## src/rtl/assert_macros.svh

```systemverilog
// Assertion helpers shared by the RTL files.
// Compiled out when SYNTH is defined.
`ifndef ASSERT_MACROS_SVH
`define ASSERT_MACROS_SVH

`ifndef SYNTH

// Clocked property, disabled while reset is high.
`define ASSERT_PROP(label, clk, rst, prop, msg) \
   label: assert property (@(posedge clk) disable iff (rst) prop) else $error(msg);

// Clocked property, checked during reset as well.
`define ASSERT_ALWAYS(label, clk, prop, msg) \
   label: assert property (@(posedge clk) prop) else $error(msg);

`else

`define ASSERT_PROP(label, clk, rst, prop, msg)
`define ASSERT_ALWAYS(label, clk, prop, msg)

`endif

`endif

```

## src/rtl/ptra_pkg.sv

```systemverilog
package ptra_pkg;

   localparam int unsigned ROWS_PER_TILE = 8;
   localparam logic [5:0]  MAX_WIDTH_TILES  = 6'd32;
   localparam logic [5:0]  MAX_HEIGHT_TILES = 6'd32;
   localparam logic [2:0]  LAST_ROW_IN_TILE = 3'(ROWS_PER_TILE - 1);

   // register indexes on the csr port
   localparam logic [1:0] CSR_WIDTH_TILES  = 2'd0;
   localparam logic [1:0] CSR_HEIGHT_TILES = 2'd1;
   localparam logic [1:0] CSR_TRANSPOSED   = 2'd2;

   // clamped image geometry
   typedef struct packed {
      logic [5:0] width_tiles;
      logic [5:0] height_tiles;
      logic       transposed;
   } geom_type;

   // position of one tile row in the image
   typedef struct packed {
      logic [2:0] row_in_tile;
      logic [4:0] fast_tile_count;
      logic [4:0] slow_tile_count;
      logic       last_row;
   } tile_pos_type;

   // contents of the input register
   typedef struct packed {
      logic [7:0]   low_plane;
      logic [7:0]   high_plane;
      tile_pos_type pos;
   } row_item_type;

   // zero acts as one, oversize acts as the maximum
   function automatic logic [5:0] clamp_size(input logic [5:0] v, input logic [5:0] maxv);
      logic [5:0] r;
      if (v == 6'd0) begin
         r = 6'd1;
      end else if (v > maxv) begin
         r = maxv;
      end else begin
         r = v;
      end
      return r;
   endfunction

endpackage

```

## src/rtl/ptra_tile_counter.sv

```systemverilog
`include "assert_macros.svh"

module ptra_tile_counter
   import ptra_pkg::*;
(
   input  logic         clock,
   input  logic         reset,
   input  geom_type     geom,
   input  logic         step,
   output tile_pos_type pos
);

   logic [2:0] row_ff, row_in;
   logic [4:0] fast_ff, fast_in;
   logic [4:0] slow_ff, slow_in;
   logic [5:0] fast_lim, slow_lim;
   logic       fast_end, slow_end;

   assign fast_lim = geom.transposed ? geom.height_tiles : geom.width_tiles;
   assign slow_lim = geom.transposed ? geom.width_tiles  : geom.height_tiles;

   // a counter at or past its last value (limit - 1) wraps on its next step
   assign fast_end = ({1'b0, fast_ff} + 6'd1) >= fast_lim;
   assign slow_end = ({1'b0, slow_ff} + 6'd1) >= slow_lim;

   assign pos.row_in_tile     = row_ff;
   assign pos.fast_tile_count = fast_ff;
   assign pos.slow_tile_count = slow_ff;
   assign pos.last_row        = (row_ff == LAST_ROW_IN_TILE) && fast_end && slow_end;

   always_comb begin
      row_in  = row_ff;
      fast_in = fast_ff;
      slow_in = slow_ff;
      if (step) begin
         if (row_ff == LAST_ROW_IN_TILE) begin
            row_in = 3'd0;
            if (fast_end) begin
               fast_in = 5'd0;
               slow_in = slow_end ? 5'd0 : slow_ff + 5'd1;
            end else begin
               fast_in = fast_ff + 5'd1;
            end
         end else begin
            row_in = row_ff + 3'd1;
         end
      end
   end

   always_ff @(posedge clock) begin
      if (reset) begin
         row_ff  <= 3'd0;
         fast_ff <= 5'd0;
         slow_ff <= 5'd0;
      end else begin
         row_ff  <= row_in;
         fast_ff <= fast_in;
         slow_ff <= slow_in;
      end
   end

   `ASSERT_PROP(a_last_wraps_all, clock, reset, step && pos.last_row |=> (row_ff == 3'd0) && (fast_ff == 5'd0) && (slow_ff == 5'd0), "counters did not wrap after last row")
   `ASSERT_PROP(a_hold_when_idle, clock, reset, !step |=> $stable({row_ff, fast_ff, slow_ff}), "counters moved without a transfer")

endmodule

```

## src/rtl/ptra_row_pack.sv

```systemverilog
`include "assert_macros.svh"

module ptra_row_pack
   import ptra_pkg::*;
(
   input  logic         clock,
   input  logic         reset,
   input  geom_type     geom,
   input  logic         item_valid,
   input  row_item_type item,
   output logic         item_take,
   input  logic         out_ready,
   output logic         out_valid,
   output logic [15:0]  pixel_row,
   output logic [12:0]  dest_index,
   output logic         last_row
);

   logic        valid_ff, valid_in;
   logic [15:0] pixel_ff, pixel_in;
   logic [12:0] index_ff, index_in;
   logic        last_ff;
   logic [7:0]  line;
   logic [4:0]  column;
   logic [13:0] product;
   logic [13:0] sum;

   assign item_take = item_valid && (!valid_ff || out_ready);

   always_comb begin
      for (int i = 0; i < 8; i++) begin
         pixel_in[2*i]     = item.low_plane[i];
         pixel_in[2*i + 1] = item.high_plane[i];
      end
   end

   // index = (tile row * 8 + row) * width + tile column
   always_comb begin
      if (geom.transposed) begin
         line   = {item.pos.fast_tile_count, item.pos.row_in_tile};
         column = item.pos.slow_tile_count;
      end else begin
         line   = {item.pos.slow_tile_count, item.pos.row_in_tile};
         column = item.pos.fast_tile_count;
      end
      product  = {6'd0, line} * {8'd0, geom.width_tiles};
      sum      = product + {9'd0, column};
      index_in = sum[12:0];
   end

   assign valid_in = item_take ? 1'b1 : (out_ready ? 1'b0 : valid_ff);

   always_ff @(posedge clock) begin
      if (reset) begin
         valid_ff <= 1'b0;
      end else begin
         valid_ff <= valid_in;
      end
   end

   always_ff @(posedge clock) begin
      if (item_take) begin
         pixel_ff <= pixel_in;
         index_ff <= index_in;
         last_ff  <= item.pos.last_row;
      end
   end

   assign out_valid  = valid_ff;
   assign pixel_row  = pixel_ff;
   assign dest_index = index_ff;
   assign last_row   = last_ff;

   `ASSERT_PROP(a_no_overwrite, clock, reset, valid_ff && !out_ready |-> !item_take, "result register overwritten before transfer")

endmodule

```

## src/rtl/planar_tile_row_arranger.sv

```systemverilog
// Planar tile row arranger. Each req transfer carries one row of an 8x8 tile
// of 2-bit-per-pixel planar data (low plane byte, high plane byte), tiles in
// source order, eight rows per tile. Each rsp transfer returns the row as one
// 16-bit word (pixel i in bits 2i+1:2i, high plane in the upper bit) with its
// word index in a raster image width_tiles tiles wide; tiles go row-major, or
// column-major when transposed is set. tlast marks row 7 of the final tile,
// after which the position counters wrap to the start of the image. Size
// registers of zero act as one and sizes above 32 act as 32; the index wraps
// modulo 8192. Throughput is one row per clock while rsp_tready stays high. A
// req transfer reaches rsp_tvalid through the input register and then the
// result register, where the interleave and the 8x6-bit index multiply
// sit. Write the csr registers only while no row is in flight.
`include "assert_macros.svh"

module planar_tile_row_arranger
   import ptra_pkg::*;
(
   input  logic        clock,
   input  logic        reset,
   // configuration
   input  logic        csr_we,
   input  logic [1:0]  csr_index,
   input  logic [5:0]  csr_wdata,
   // tile rows in
   input  logic        req_tvalid,
   output logic        req_tready,
   input  logic [15:0] req_tdata,   // [7:0] low_plane, [15:8] high_plane
   // arranged rows out
   output logic        rsp_tvalid,
   input  logic        rsp_tready,
   output logic [31:0] rsp_tdata,   // [15:0] pixel_row, [28:16] dest_index, [31:29] zero
   output logic        rsp_tlast    // last_row
);

   logic [5:0]   width_ff, height_ff;
   logic         transposed_ff;
   geom_type     geom;

   logic         req_xfer;
   tile_pos_type pos;

   logic         s1_valid_ff, s1_valid_in;
   row_item_type s1_ff;
   logic         s1_take;

   logic [15:0]  pixel_row;
   logic [12:0]  dest_index;
   logic         last_row;

   // csr registers, unknown indexes dropped
   always_ff @(posedge clock) begin
      if (reset) begin
         width_ff      <= 6'd1;
         height_ff     <= 6'd1;
         transposed_ff <= 1'b0;
      end else if (csr_we) begin
         unique case (csr_index)
            CSR_WIDTH_TILES:  width_ff      <= csr_wdata;
            CSR_HEIGHT_TILES: height_ff     <= csr_wdata;
            CSR_TRANSPOSED:   transposed_ff <= csr_wdata[0];
            default: ;
         endcase
      end
   end

   assign geom.width_tiles  = clamp_size(width_ff, MAX_WIDTH_TILES);
   assign geom.height_tiles = clamp_size(height_ff, MAX_HEIGHT_TILES);
   assign geom.transposed   = transposed_ff;

   // input register takes a new row whenever it is empty or draining
   assign req_tready = !s1_valid_ff || s1_take;
   assign req_xfer   = req_tvalid && req_tready;

   // position of the row being accepted; steps on each transfer
   ptra_tile_counter u_counter (
      .clock (clock),
      .reset (reset),
      .geom  (geom),
      .step  (req_xfer),
      .pos   (pos)
   );

   assign s1_valid_in = req_xfer ? 1'b1 : (s1_take ? 1'b0 : s1_valid_ff);

   always_ff @(posedge clock) begin
      if (reset) begin
         s1_valid_ff <= 1'b0;
      end else begin
         s1_valid_ff <= s1_valid_in;
      end
   end

   always_ff @(posedge clock) begin
      if (req_xfer) begin
         s1_ff.low_plane  <= req_tdata[7:0];
         s1_ff.high_plane <= req_tdata[15:8];
         s1_ff.pos        <= pos;
      end
   end

   // interleave, index and result register
   ptra_row_pack u_pack (
      .clock      (clock),
      .reset      (reset),
      .geom       (geom),
      .item_valid (s1_valid_ff),
      .item       (s1_ff),
      .item_take  (s1_take),
      .out_ready  (rsp_tready),
      .out_valid  (rsp_tvalid),
      .pixel_row  (pixel_row),
      .dest_index (dest_index),
      .last_row   (last_row)
   );

   assign rsp_tdata = {3'd0, dest_index, pixel_row};
   assign rsp_tlast = last_row;

   `ASSERT_PROP(a_s1_holds, clock, reset, s1_valid_ff && !s1_take |=> s1_valid_ff && $stable(s1_ff), "input register lost a stalled row")
   `ASSERT_PROP(a_full_accept_drains, clock, reset, req_xfer && s1_valid_ff |-> s1_take, "row accepted into a full input register")

endmodule

```

## config.mk

```make
export PLATFORM = sky130hd
export DESIGN_NAME = planar_tile_row_arranger
export DESIGN_NICKNAME = d
export VERILOG_FILES = /design/src/rtl/ptra_pkg.sv /design/src/rtl/ptra_tile_counter.sv /design/src/rtl/ptra_row_pack.sv /design/src/rtl/planar_tile_row_arranger.sv
export VERILOG_INCLUDE_DIRS = /design/src /design/src/rtl
export SDC_FILE = /design/constraint.sdc
export NUM_CORES = 1
export LEC_CHECK = 0
export BUFFER_PORTS_ARGS = -buffer_cell sky130_fd_sc_hd__clkbuf_2
export CAP_MARGIN = 25
export CORE_ASPECT_RATIO = 1.5
export CORE_UTILIZATION = 53
export CTS_CLUSTER_DIAMETER = 40
export DETAILED_ROUTE_END_ITERATION = 7
export PLACE_DENSITY = 0.76
export SLEW_MARGIN = 30
export SYNTH_ARGS = -nofsm -noshare
export SYNTH_HDL_FRONTEND = slang
export SYNTH_HIERARCHICAL = 1
export SYNTH_SLANG_ARGS = --single-unit
```

## constraint.sdc

```tcl
create_clock -name clock -period 5.05 [get_ports clock]
set_clock_uncertainty 0.15 [all_clocks]
set_input_delay 0.505 -clock clock [delete_from_list [all_inputs] [get_ports clock]]
set_output_delay 0.505 -clock clock [all_outputs]
set_load 0.02 [all_outputs]
```

* After elaboration in Yosys (flattened, before gate mapping)
Cells that the tools add are included.
Storage, ports and cells: memories kept 0, bits of input ports 29, register bits 88, word-level logic and storage cells 64, memory bits (read-only) 0, latch bits 0, output and inout port bits 35, RAM bits 0
Cells by class: order comparisons 4, mux-type cells 15, add/sub/neg operators 6, equal/unequal tests 3, reduce and logical (&&, ||, !) cells 18, multiply operators 1, div/mod/pow operators 0, shift-type cells 0, bitwise operators 0
Operator list (number):
- $mux 6 | 6
- $mux 5 | 3
- $add 13x5->13 | 1
- $mul 8x6->13 | 1
- $add 5x1->6 const B | 2
- $ge 6x6->1 | 2
- $gt 6x6->1 const B | 2
- $logic_not 6->1 | 2
- $add 5x1->5 const B | 2
- $mux 8 | 1
- $reduce_and 2->1 | 4
- $logic_and 1x1->1 | 4
- $mux 1 | 4
- $reduce_bool 2->1 | 2
- $add 3x1->3 const B | 1
- $eq 3x3->1 const B | 1
- $mux 3 | 1
- $reduce_and 3->1 | 1
- $eq 2x1->1 const B | 1
- $eq 2x2->1 const B | 1
- $logic_not 1->1 | 2
- $logic_not 2->1 | 1
- $logic_or 1x1->1 | 2

* Logic depth before layout (Yosys ltp)
Gate-level depths: netlist of the first run.
depth after elaboration 7, mapped depth 16, gate-level depth less buffers 16

* By module
The synthesis of the first run kept the hierarchy.
By module, submodules not included:
- ptra_row_pack | cells an instance 232, times used 1, seq. area each 920.9 um2, area each 2691.3 um2
- planar_tile_row_arranger | cells an instance 106, times used 1, seq. area each 1181.1 um2, area each 1614.0 um2
- ptra_tile_counter | cells an instance 116, times used 1, seq. area each 260.2 um2, area each 1096.1 um2

* Least setup slack after synthesis of the first run
OpenSTA, ideal clock, no wires.
path kind input to register, start in rsp_tready, end reg u_counter.slow_ff[2], buffers on the path 1, stages on the path 10, data arrival time 5.139 ns, data required time 4.774 ns, setup time 0.126 ns, slack -0.365 ns, cells stage by stage inv_1 a21boi_0 nand2b_1 and2_1 buf_2 nand2_4 o22a_2 o31ai_4 a2bb2oi_1 o41ai_2
On the way: word-level cells in the longest chain between the ends 5
Ends and longest elaborated chain:
- start, declared | RTL line planar_tile_row_arranger.sv:30 | input logic rsp_tready,
- $logic_or 1x1->1 | RTL line ptra_row_pack.sv:28 | assign item_take = item_valid && (!valid_ff || out_ready);
- $logic_and 1x1->1 | RTL line ptra_row_pack.sv:28
- net s1_take | RTL line planar_tile_row_arranger.sv:44 | logic s1_take;
- $logic_or 1x1->1 | RTL line planar_tile_row_arranger.sv:71 | assign req_tready = !s1_valid_ff || s1_take;
- net req_tready | RTL line planar_tile_row_arranger.sv:26 | output logic req_tready,
- $logic_and 1x1->1 | RTL line planar_tile_row_arranger.sv:72 | assign req_xfer = req_tvalid && req_tready;
- net req_xfer | RTL line planar_tile_row_arranger.sv:39 | logic req_xfer;
- $reduce_and 3->1 (no line)
- end signal, assigned | RTL line ptra_tile_counter.sv:58 | slow_ff <= slow_in;
- end, declared | RTL line ptra_tile_counter.sv:15 | logic [4:0] slow_ff, slow_in;
The timed path passes the listed nets, and every way through them passes these cells. A chain may end at the register's enable or synchronous reset.

==> flow_metrics.tcl, run 1 <==
set metrics [dict create \
    multiInputGateArea_um2 2880 \
    tns_ps 0 \
    slew_violations 0 \
    hold_viol_final 0 \
    overflow 0 \
    wire_per_inst_um 15.5 \
    ys_seq_area_share_pct 43.7 \
    grt_pass1_vias 3605 \
    r2r_start "width_ff[1]" \
    leakage_nw 2.79 \
    dp_hpwl_um 7550 \
    pin_count 64 \
    root_buffer "clkbuf_16" \
    place_congestion 0.886 \
    pwr-share-clk_pct 38.3 \
    synth.cell_area_um2 5400 \
    setup_viol 0 \
    port-buffer-count 60 \
    routed_wl_um 9940 \
    ys.flop_type "edfxtp_1" \
    dieArea_um2 10600 \
    worstMarginPinSlew_ps 723 \
    status "finished, violations left" \
    register_area_um2 2360 \
    clk_path_buf_depth 2 \
    comb_power_share_pct 14.4 \
    period_share_pct 95.8 \
    end_kind "flip-flop" \
    r2r_setup_slack_ps 210 \
    sw_frac_of_total_pct 25.9 \
    worstPathMaxFanout 6 \
    max_freq_ghz 0.207 \
    worstHoldPathType "in -> reg" \
    clk_pin_slew_worst_paths_ps 70 \
    synthDistinctLibCells 55 \
    period_minus_slack_ps 4840 \
    worstPathRequired_ps 4990 \
    insertion_delay_ps 340 \
    vias_per_cell 5.44 \
    max-cap-violations 0 \
    whs_path_depth 1 \
    yosys.area_share.simple_pct 13.3 \
    synth_xor_xnor_area_share_pct 3.57 \
    rr_worst_depth 17 \
    die_h_um 126 \
    startpoint "width_ff[1]" \
    cts_tree "built" \
    coreArea_um2 9800 \
    worstSetupStartpointType "flip-flop" \
    violations "design-rule violations" \
    synth_compound_area_share_pct 7.71 \
    avgSynthCellArea_um2 11.9 \
    worst_ir_drop_vdd_v 0.000233 \
    rsz0062_at_grt "false" \
    muxShareOfSynthArea_pct 7.11 \
    ys_ff_latch 88 \
    drive_gt1_share_pct 21.2 \
    postCtsHoldBufs 0 \
    clkSinkCount 88 \
    mostFrequentLayoutCells "clkbuf_2 (60), edfxtp_1 (60), ha_1 (48)" \
    r2r_end "u_pack/dest_index[12]" \
    power_w 0.00178 \
    power_frac_seq_pct 47.2 \
    fin_cells 643 \
    htreeDepth 3 \
    via_count 3496 \
    dr.pass1.iters 8 \
    synth_warnings 6 \
    ant_nets 0 \
    synth_top_family_by_area "adder cells" \
    grt_usage_pct 19.8 \
    syn2layout_area_growth_pct 14.3 \
    cts_buffers 9 \
    dpl_cell_area_um2 5860 \
    antennaDiodeCount 0 \
    hold_slack_ps 186 \
    syn_inst 454 \
    drtIter0Drc 123 \
    antenna_found_initial 0 \
    die_w_um 84.4 \
    power.switching_w 0.000460 \
    criticalPathCategory "reg -> reg" \
    power.density_nw_per_um2 287 \
    grt_max_degree 39 \
    synth_edf_count 60 \
    max_slew_margin_pct 51.7 \
    synth_fa_ha_area_share_pct 21.0 \
    worstPathArrival_ps 4780 \
    crit_end "u_pack/dest_index[12]" \
    placedCellCount 627 \
    drcViolationCount 6 \
    num_rows 44 \
    intPower_w 0.00132 \
    nFillCells 784 \
    async_reset_ff_share_pct 0 \
    nets 627 \
    grt_pass1_wl_um 16500 \
    stdcell_area_um2 6180 \
    start_util_pct 55.1 \
]
## Yosys cell counts, drive strengths merged (7+ instances only)
library cell  number  area share (%)
inv               35             2.4
a21o               7            0.97
nand2             36             2.7
nor2              14            0.97
fa                26             9.6
mux2i             26             4.8
mux2              11             2.3
xor2               9             1.5
nand2b            23             2.7
xnor2             13             2.1
edfxtp            60              33
nor2b              8            0.93
buf                7            0.81
o21ai              7            0.72
ha                49              11
dfxtp             28              10
a21oi             20             2.0
and2              24             2.8
## per-layer routing
layer  vias to the layer above  share of wire, %  GRT usage [%]  routed length (um)
li1                       1718                 -              -                   -
met1                      1696                40           20.7                3960
met2                        65                55           38.4                5460
met3                        17               3.1           3.47                 305
met4                         0               2.1           8.37                 212
met5                         -                 0              0                   0
## final cells by class
cell class                 count  area share, %
multi-input combinational    322           46.7
sequential                    88           38.2
tap                          115           2.33
inverter                      35           2.13
clock buffer                  10           3.71
clock inverter                 6           1.22
timing repair buffer          67           5.71
## cell families after synthesis
family / count (synthesis)
fa+ha+maj: 75
compound gates: 56
mux: 37
buf+inv: 46
xor+xnor: 22
other cells: 1
simple gates: 129
flops: 88
## worst max-delay path: stages, from the launching register on
cell and delay, ps:
dfxtp_1 310, or4_1 570, a21oi_4 210, buf_4 160, nand2_1 60, fa_1 490
inv_1 50, fa_1 470, inv_1 50, fa_1 520, inv_1 40, ha_1 290
ha_2 380, o21ai_0 120, a21oi_1 210, o31ai_1 150, a31o_2 230, xnor2_1 120
## metrics by stage
stage	worst slack, ps	util, %
finish	212	63.0
global route	13.8	63.0
CTS	15.1	62.9
detailed placement	57.6	59.8
global placement	292	59.8
floorplan	429	-
## worst min path at each step
| stage | startpoint | end |
|---|---|---|
| floorplan | s1_ff[0] | u_pack/last_row |
| global placement | s1_ff[27] | u_pack/pixel_row[10] |
| detailed placement | s1_ff[0] | u_pack/last_row |
| CTS | req_tdata[8] | s1_ff[14] |
| global route | req_tdata[12] | s1_ff[18] |
| finish | req_tdata[12] | s1_ff[18] |
## registers in the layout, summed over array words and instances (netlist names), 3 cells and up
register / cells
u_counter/row_ff: 3
width_ff: 6
u_counter/fast_ff: 5
u_pack/pixel_row: 16
height_ff: 6
u_counter/slow_ff: 5
s1_ff: 30
u_pack/dest_index: 13
## power by group through the flow
stage          clock network, W  registers [W]  logic (W)
3_3_place_gp                  0       0.000852   0.000247
3_5_place_dp                  0       0.000854   0.000253
6_report               0.000681       0.000839   0.000256
2_1_floorplan                 0       0.000876   0.000159
5_1_grt                0.000720       0.000842   0.000286
4_1_cts                0.000690       0.000839   0.000257
## repair_timing
item | CTS | global route
resized for setup | 0 | 3
endpoints found under the setup margin | 0 | 4
buffers inserted | 0 | 0
(Power assumes the default switching activity.)
==> inputs of run 2 (changes only) <==
--- a/config.mk
+++ b/config.mk
@@ -9,10 +9,10 @@
 export BUFFER_PORTS_ARGS = -buffer_cell sky130_fd_sc_hd__clkbuf_2
 export CAP_MARGIN = 25
 export CORE_ASPECT_RATIO = 1.5
-export CORE_UTILIZATION = 53
+export CORE_UTILIZATION = 59
 export CTS_CLUSTER_DIAMETER = 40
 export DETAILED_ROUTE_END_ITERATION = 7
-export PLACE_DENSITY = 0.76
+export PLACE_DENSITY = 0.81
 export SLEW_MARGIN = 30
 export SYNTH_ARGS = -nofsm -noshare
 export SYNTH_HDL_FRONTEND = slang
==> constraint.sdc (replaced) <==
create_clock -name clock -period 5.2 [get_ports clock]
set_clock_uncertainty 0.15 [all_clocks]
set_input_delay 0.52 -clock clock [delete_from_list [all_inputs] [get_ports clock]]
set_output_delay 0.52 -clock clock [all_outputs]
set_load 0.02 [all_outputs]
==> run 2 against run 1 <==
Sequential power fell by 2.7%. Register-to-register slack improved by 150 ps. Final cell count is 0.93% lower. Critical path type unchanged. Critical path depth is 3 lower. Via count rose by 1.8%. Non-clock buffer count shrank 1. Wire length is 3.0% higher. The flow now finishes without violations. Sequential share of layout area grew 0.13 points. Fmax is essentially flat. Cell area shrank 0.34%. Total power decreased by 1.7%.
==> flow_metrics.tcl, run 2 (synthesized netlist as in run 1, its figures left out) <==
set metrics [dict create \
    grt_pass1_wl_um 16800 \
    coreArea_um2 8880 \
    mostFrequentLayoutCells "clkbuf_2 (60), edfxtp_1 (60), ha_1 (49)" \
    routed_wl_um 10200 \
    slowest_delay_ps 600 \
    crit_family "adder cells" \
    grt_usage_pct 23.2 \
    dr.pass1.iters 5 \
    insertion_delay_ps 340 \
    worstPathMaxFanout 9 \
    cts_tree "built" \
    via_count 3559 \
    path_cells "mux2_2 > and2_1 > fa_1 > inv_1 > fa_1 > inv_1 > fa_1 > ha_1 > ha_1 > a21oi_1 > o21ai_2 > o31ai_1 > a31o_2 > xnor2_1" \
    power.density_nw_per_um2 284 \
    worst_ir_drop_vdd_v 0.000219 \
    root_buffer "clkbuf_16" \
    hold_viol_final 0 \
    cts_buffers 9 \
    slew_violations 0 \
    post_cts_buffers 0 \
    nFillCells 601 \
    top_register "s1_ff" \
    start_util_pct 60.8 \
    clk_path_buf_depth 2 \
    critPathMostFrequentCell "fa_1" \
    max-cap-violations 0 \
    period_minus_slack_ps 4840 \
    antenna_found_initial 0 \
    clk_pin_slew_worst_paths_ps 70 \
    grt_max_degree 39 \
    htreeDepth 3 \
    overflow 0 \
    path_buf_inv 2 \
    worstSetupStartpointType "flip-flop" \
    rsz0062_at_grt "false" \
    utilization_pct 69.3 \
    worstPathRequired_ps 5150 \
    dpl_cell_area_um2 5840 \
    setup_viol 0 \
    clkSinkCount 88 \
    startpoint "transposed_ff" \
    r2r_start "transposed_ff" \
    largest_reg_flops 30 \
    power_w 0.00175 \
    worstHoldStart "req_tdata[8]" \
    place_congestion 0.859 \
    dieArea_um2 9550 \
    drtIter0Drc 137 \
    max_slew_margin_pct 56.5 \
    wire_per_inst_um 16.1 \
    post_cts_resized 0 \
    antennaDiodeCount 0 \
    leakage_nw 2.79 \
    pin_count 64 \
    die_w_um 80.1 \
    port-buffer-count 60 \
    period_share_pct 93.0 \
    dp_hpwl_um 7610 \
    max_freq_ghz 0.207 \
    vias_per_cell 5.59 \
    status "finished, final reports clean" \
    postCtsHoldBufs 0 \
    nets 626 \
    num_rows 42 \
    tns_ps 0 \
    drive_gt1_share_pct 20.9 \
    worstMarginPinSlew_ps 653 \
    end_kind "flip-flop" \
    criticalPathCategory "reg -> reg" \
    die_h_um 119 \
    drcViolationCount 0 \
    worstPathArrival_ps 4780 \
    register_area_um2 2360 \
    grt_pass1_vias 3681 \
    multiInputGateArea_um2 2870 \
    stdcell_area_um2 6150 \
    worstHoldPathType "in -> reg" \
    syn2layout_area_growth_pct 13.9 \
    ant_nets 0 \
    slowest_stage "dfxtp_1" \
]
## run 2: cell types whose count changed in the layout (fill, tap and decap cells not counted), sizes merged
cell	change
clkinv	+1
buf	-1
clkbuf	-1
## run 2: final cells by class
| class | count | area share [%] |
|---|---|---|
| Tap cell | 110 | 2.24 |
| Inverter | 35 | 2.13 |
| Sequential cell | 88 | 38.4 |
| Timing Repair Buffer | 66 | 5.61 |
| Clock inverter | 7 | 1.38 |
| Multi-Input combinational cell | 322 | 46.6 |
| Clock buffer | 9 | 3.66 |
## run 2: metrics by stage
step | std cells | setup slack (ps) | hold WS, ps
final | 637 | 363 | 198
after global routing | 637 | 122 | 182
after CTS | 637 | 383 | 190
after detailed placement | 621 | 405 | 255
after global placement | 621 | 508 | 251
after floorplan | 456 | 578 | 250
## run 2: worst paths after layout
check,to,slack [ps],depth (start not counted)
worst min-delay path,s1_ff[14],200,1
worst max register to register,u_pack/dest_index[12],360,14
worst max-delay path,u_pack/dest_index[12],360,14
worst min register to register,u_pack/pixel_row[1],270,0
## run 2: worst reg2reg max path, cell delays in order (launching register included)
cell	delay [ps]
dfxtp_1	600
mux2_2	460
and2_1	200
fa_1	530
inv_1	50
fa_1	480
inv_1	60
fa_1	480
ha_1	320
ha_1	360
a21oi_1	210
o21ai_2	110
o31ai_1	330
a31o_2	220
xnor2_1	60
## run 2: metal layers
| layer | vias to the layer above | global-route usage [%] | part of all wire [%] |
|---|---|---|---|
| met4 | 0 | 11.3 | 3.3 |
| met1 | 1712 | 25.1 | 39 |
| met5 | - | 0 | 0 |
| met3 | 27 | 4.75 | 3.1 |
| met2 | 96 | 41.9 | 54 |
| li1 | 1724 | - | - |
## run 2: report_power, final
part | internal, W | switching [W] | leakage [nW]
Sequential | 0.000797 | 0.0000187 | 0.807
Combinational | 0.0000993 | 0.000153 | 1.83
Clock | 0.000384 | 0.000294 | 0.152
Total | 0.00128 | 0.000465 | 2.79
==> inputs of run 3 (changes only) <==
--- a/config.mk
+++ b/config.mk
@@ -9,10 +9,12 @@
 export BUFFER_PORTS_ARGS = -buffer_cell sky130_fd_sc_hd__clkbuf_2
 export CAP_MARGIN = 25
 export CORE_ASPECT_RATIO = 1.5
-export CORE_UTILIZATION = 59
+export CORE_UTILIZATION = 61
+export CTS_BUF_LIST = sky130_fd_sc_hd__clkbuf_4 sky130_fd_sc_hd__clkbuf_8
 export CTS_CLUSTER_DIAMETER = 40
 export DETAILED_ROUTE_END_ITERATION = 7
-export PLACE_DENSITY = 0.81
+export PLACE_DENSITY = 0.83
+export SETUP_SLACK_MARGIN = 0.2
 export SLEW_MARGIN = 30
 export SYNTH_ARGS = -nofsm -noshare
 export SYNTH_HDL_FRONTEND = slang
==> run 3 against run 2 <==
Sequential power about the same. Fmax up 0.16%. First-iteration DRC count is 4.4% higher. Largest power group unchanged.
==> flow_metrics.tcl, run 3 (synthesized netlist as in run 1, its figures left out) <==
set metrics [dict create \
    clk_pin_slew_worst_paths_ps 90 \
    root_buffer "clkbuf_8" \
    power_w 0.00150 \
    clk_path_buf_depth 2 \
    pwr-share-clk_pct 28.5 \
    setup_viol 0 \
    vias_per_cell 5.73 \
    grt_max_degree 39 \
    drtIter0Drc 143 \
    mostFrequentLayoutCells "clkbuf_2 (60), edfxtp_1 (60), ha_1 (49)" \
    routed_wl_um 10900 \
    max_slew_margin_pct 59.2 \
    nFillCells 610 \
    grt_usage_pct 25.6 \
    end_kind "flip-flop" \
    drive_gt1_share_pct 21.1 \
    grt_pass1_vias 3821 \
    worst_ir_drop_vdd_v 0.000216 \
    power.density_nw_per_um2 250 \
    power_frac_seq_pct 54.2 \
    antennaDiodeCount 0 \
    wire_per_inst_um 17.2 \
    start_util_pct 63.4 \
    clkSinkCount 88 \
    grt_pass1_wl_um 17600 \
    insertion_delay_ps 360 \
    critPathMostFrequentCell "fa_1" \
    cts_tree "built" \
    htreeDepth 3 \
    max_freq_ghz 0.207 \
    criticalPathCategory "reg -> reg" \
    num_rows 41 \
    rsz0062_at_grt "false" \
    hold_viol_final 0 \
    path_cells "or4_1 > a21oi_1 > buf_4 > and2_1 > fa_1 > ha_1 > inv_1 > fa_1 > fa_1 > inv_1 > ha_1 > o21ai_1 > o21bai_1 > a211oi_1 > o21bai_1 > xor2_1" \
    post_cts_buffers 0 \
    worstPathArrival_ps 4800 \
    max-cap-violations 0 \
    dp_hpwl_um 8050 \
    utilization_pct 70.6 \
    leakage_nw 2.72 \
    overflow 0 \
    port-buffer-count 60 \
    worstPathRequired_ps 5170 \
    worstMarginPinSlew_ps 612 \
    largest_reg_flops 30 \
    antenna_found_initial 0 \
    sw_frac_of_total_pct 28.8 \
    layout_setup_ws_ps 371 \
    pin_count 64 \
    worstPathMaxFanout 10 \
    dr.pass1.iters 4 \
    stdcell_area_um2 6020 \
    worstSetupStartpointType "flip-flop" \
    place_congestion 0.858 \
    dpl_cell_area_um2 5840 \
    nets 627 \
    slew_violations 0 \
    period_share_pct 92.9 \
    coreArea_um2 8520 \
    period_minus_slack_ps 4830 \
    die_w_um 78.8 \
    place_worst_setup_slack_ps 357 \
    syn2layout_area_growth_pct 11.4 \
    slowest_stage "fa_1" \
    slowest_delay_ps 560 \
    via_count 3635 \
    power.switching_w 0.000433 \
    cts_buffers 9 \
    top_register "s1_ff" \
    worstHoldPathType "in -> reg" \
    intPower_w 0.00107 \
    drcViolationCount 0 \
    status "finished, final reports clean" \
    dieArea_um2 9240 \
    tns_ps 0 \
    die_h_um 117 \
    ant_nets 0 \
    comb_power_share_pct 17.2 \
]
-- run 3: changes by cell type in the layout (fill, tap and decap cells not counted), moves of 2 or more --
cell       delta
clkbuf_16     -9
clkbuf_8      +9
clkinv_4      +2
inv_8         -2
-- run 3: what timing repair did --
| action | in CTS | in global routing |
|---|---|---|
| hold buffers | 0 | 0 |
| hold endpoints to repair | 0 | 0 |
| gates resized for setup | 0 | 2 |
| setup endpoints to repair | 0 | 3 |
-- run 3: area by class of cell --
type | count | area (um2) | area share [%]
Timing Repair Buffer | 67 | 353 | 5.87
Inverter | 35 | 131 | 2.18
Tap cell | 107 | 134 | 2.23
Clock buffer | 9 | 124 | 2.06
Clock inverter | 6 | 46.3 | 0.770
Multi-Input combinational cell | 322 | 2870 | 47.6
Sequential cell | 88 | 2360 | 39.3
-- run 3: per-stage QoR --
stage | instances | hold WS, ps
finish | 634 | 179
global route | 634 | 157
CTS | 634 | 162
detailed placement | 619 | 255
global placement | 619 | 251
floorplan | 456 | 250
-- run 3: layer usage --
layer	part of all wire (%)	track usage (%)	up-vias
met5	0	0	-
met4	4.4	14.7	0
met3	3.3	4.96	40
met2	55	49.4	109
met1	37	25.3	1771
li1	-	-	1715
-- run 3: worst paths after layout --
kind / startpoint / endpoint / slack (ps) / cells after the start
min: req_tdata[4] / s1_ff[26] / 180 / 1
min reg2reg: s1_ff[23] / u_pack/pixel_row[2] / 280 / 0
max: width_ff[1] / u_pack/dest_index[9] / 370 / 16
max reg2reg: width_ff[1] / u_pack/dest_index[9] / 370 / 16
-- run 3: worst max-delay path: cells and delay by family (launching register included) --
family	cells	cell delay (ps)
adder cells (fa/ha/maj)	5	2120
AND/OR/NAND/NOR	2	660
XOR/XNOR	1	150
AO/OA/AOI/OAI	5	910
buffers and inverters	3	280
flip-flops	1	320
-- run 3: power by group through the flow --
stage | clock (W) | combinational, W | sequential, W
floorplan | 0 | 0.000155 | 0.000851
global placement | 0 | 0.000235 | 0.000829
detailed placement | 0 | 0.000254 | 0.000833
CTS | 0.000435 | 0.000258 | 0.000816
global route | 0.000465 | 0.000283 | 0.000820
finish | 0.000429 | 0.000259 | 0.000816
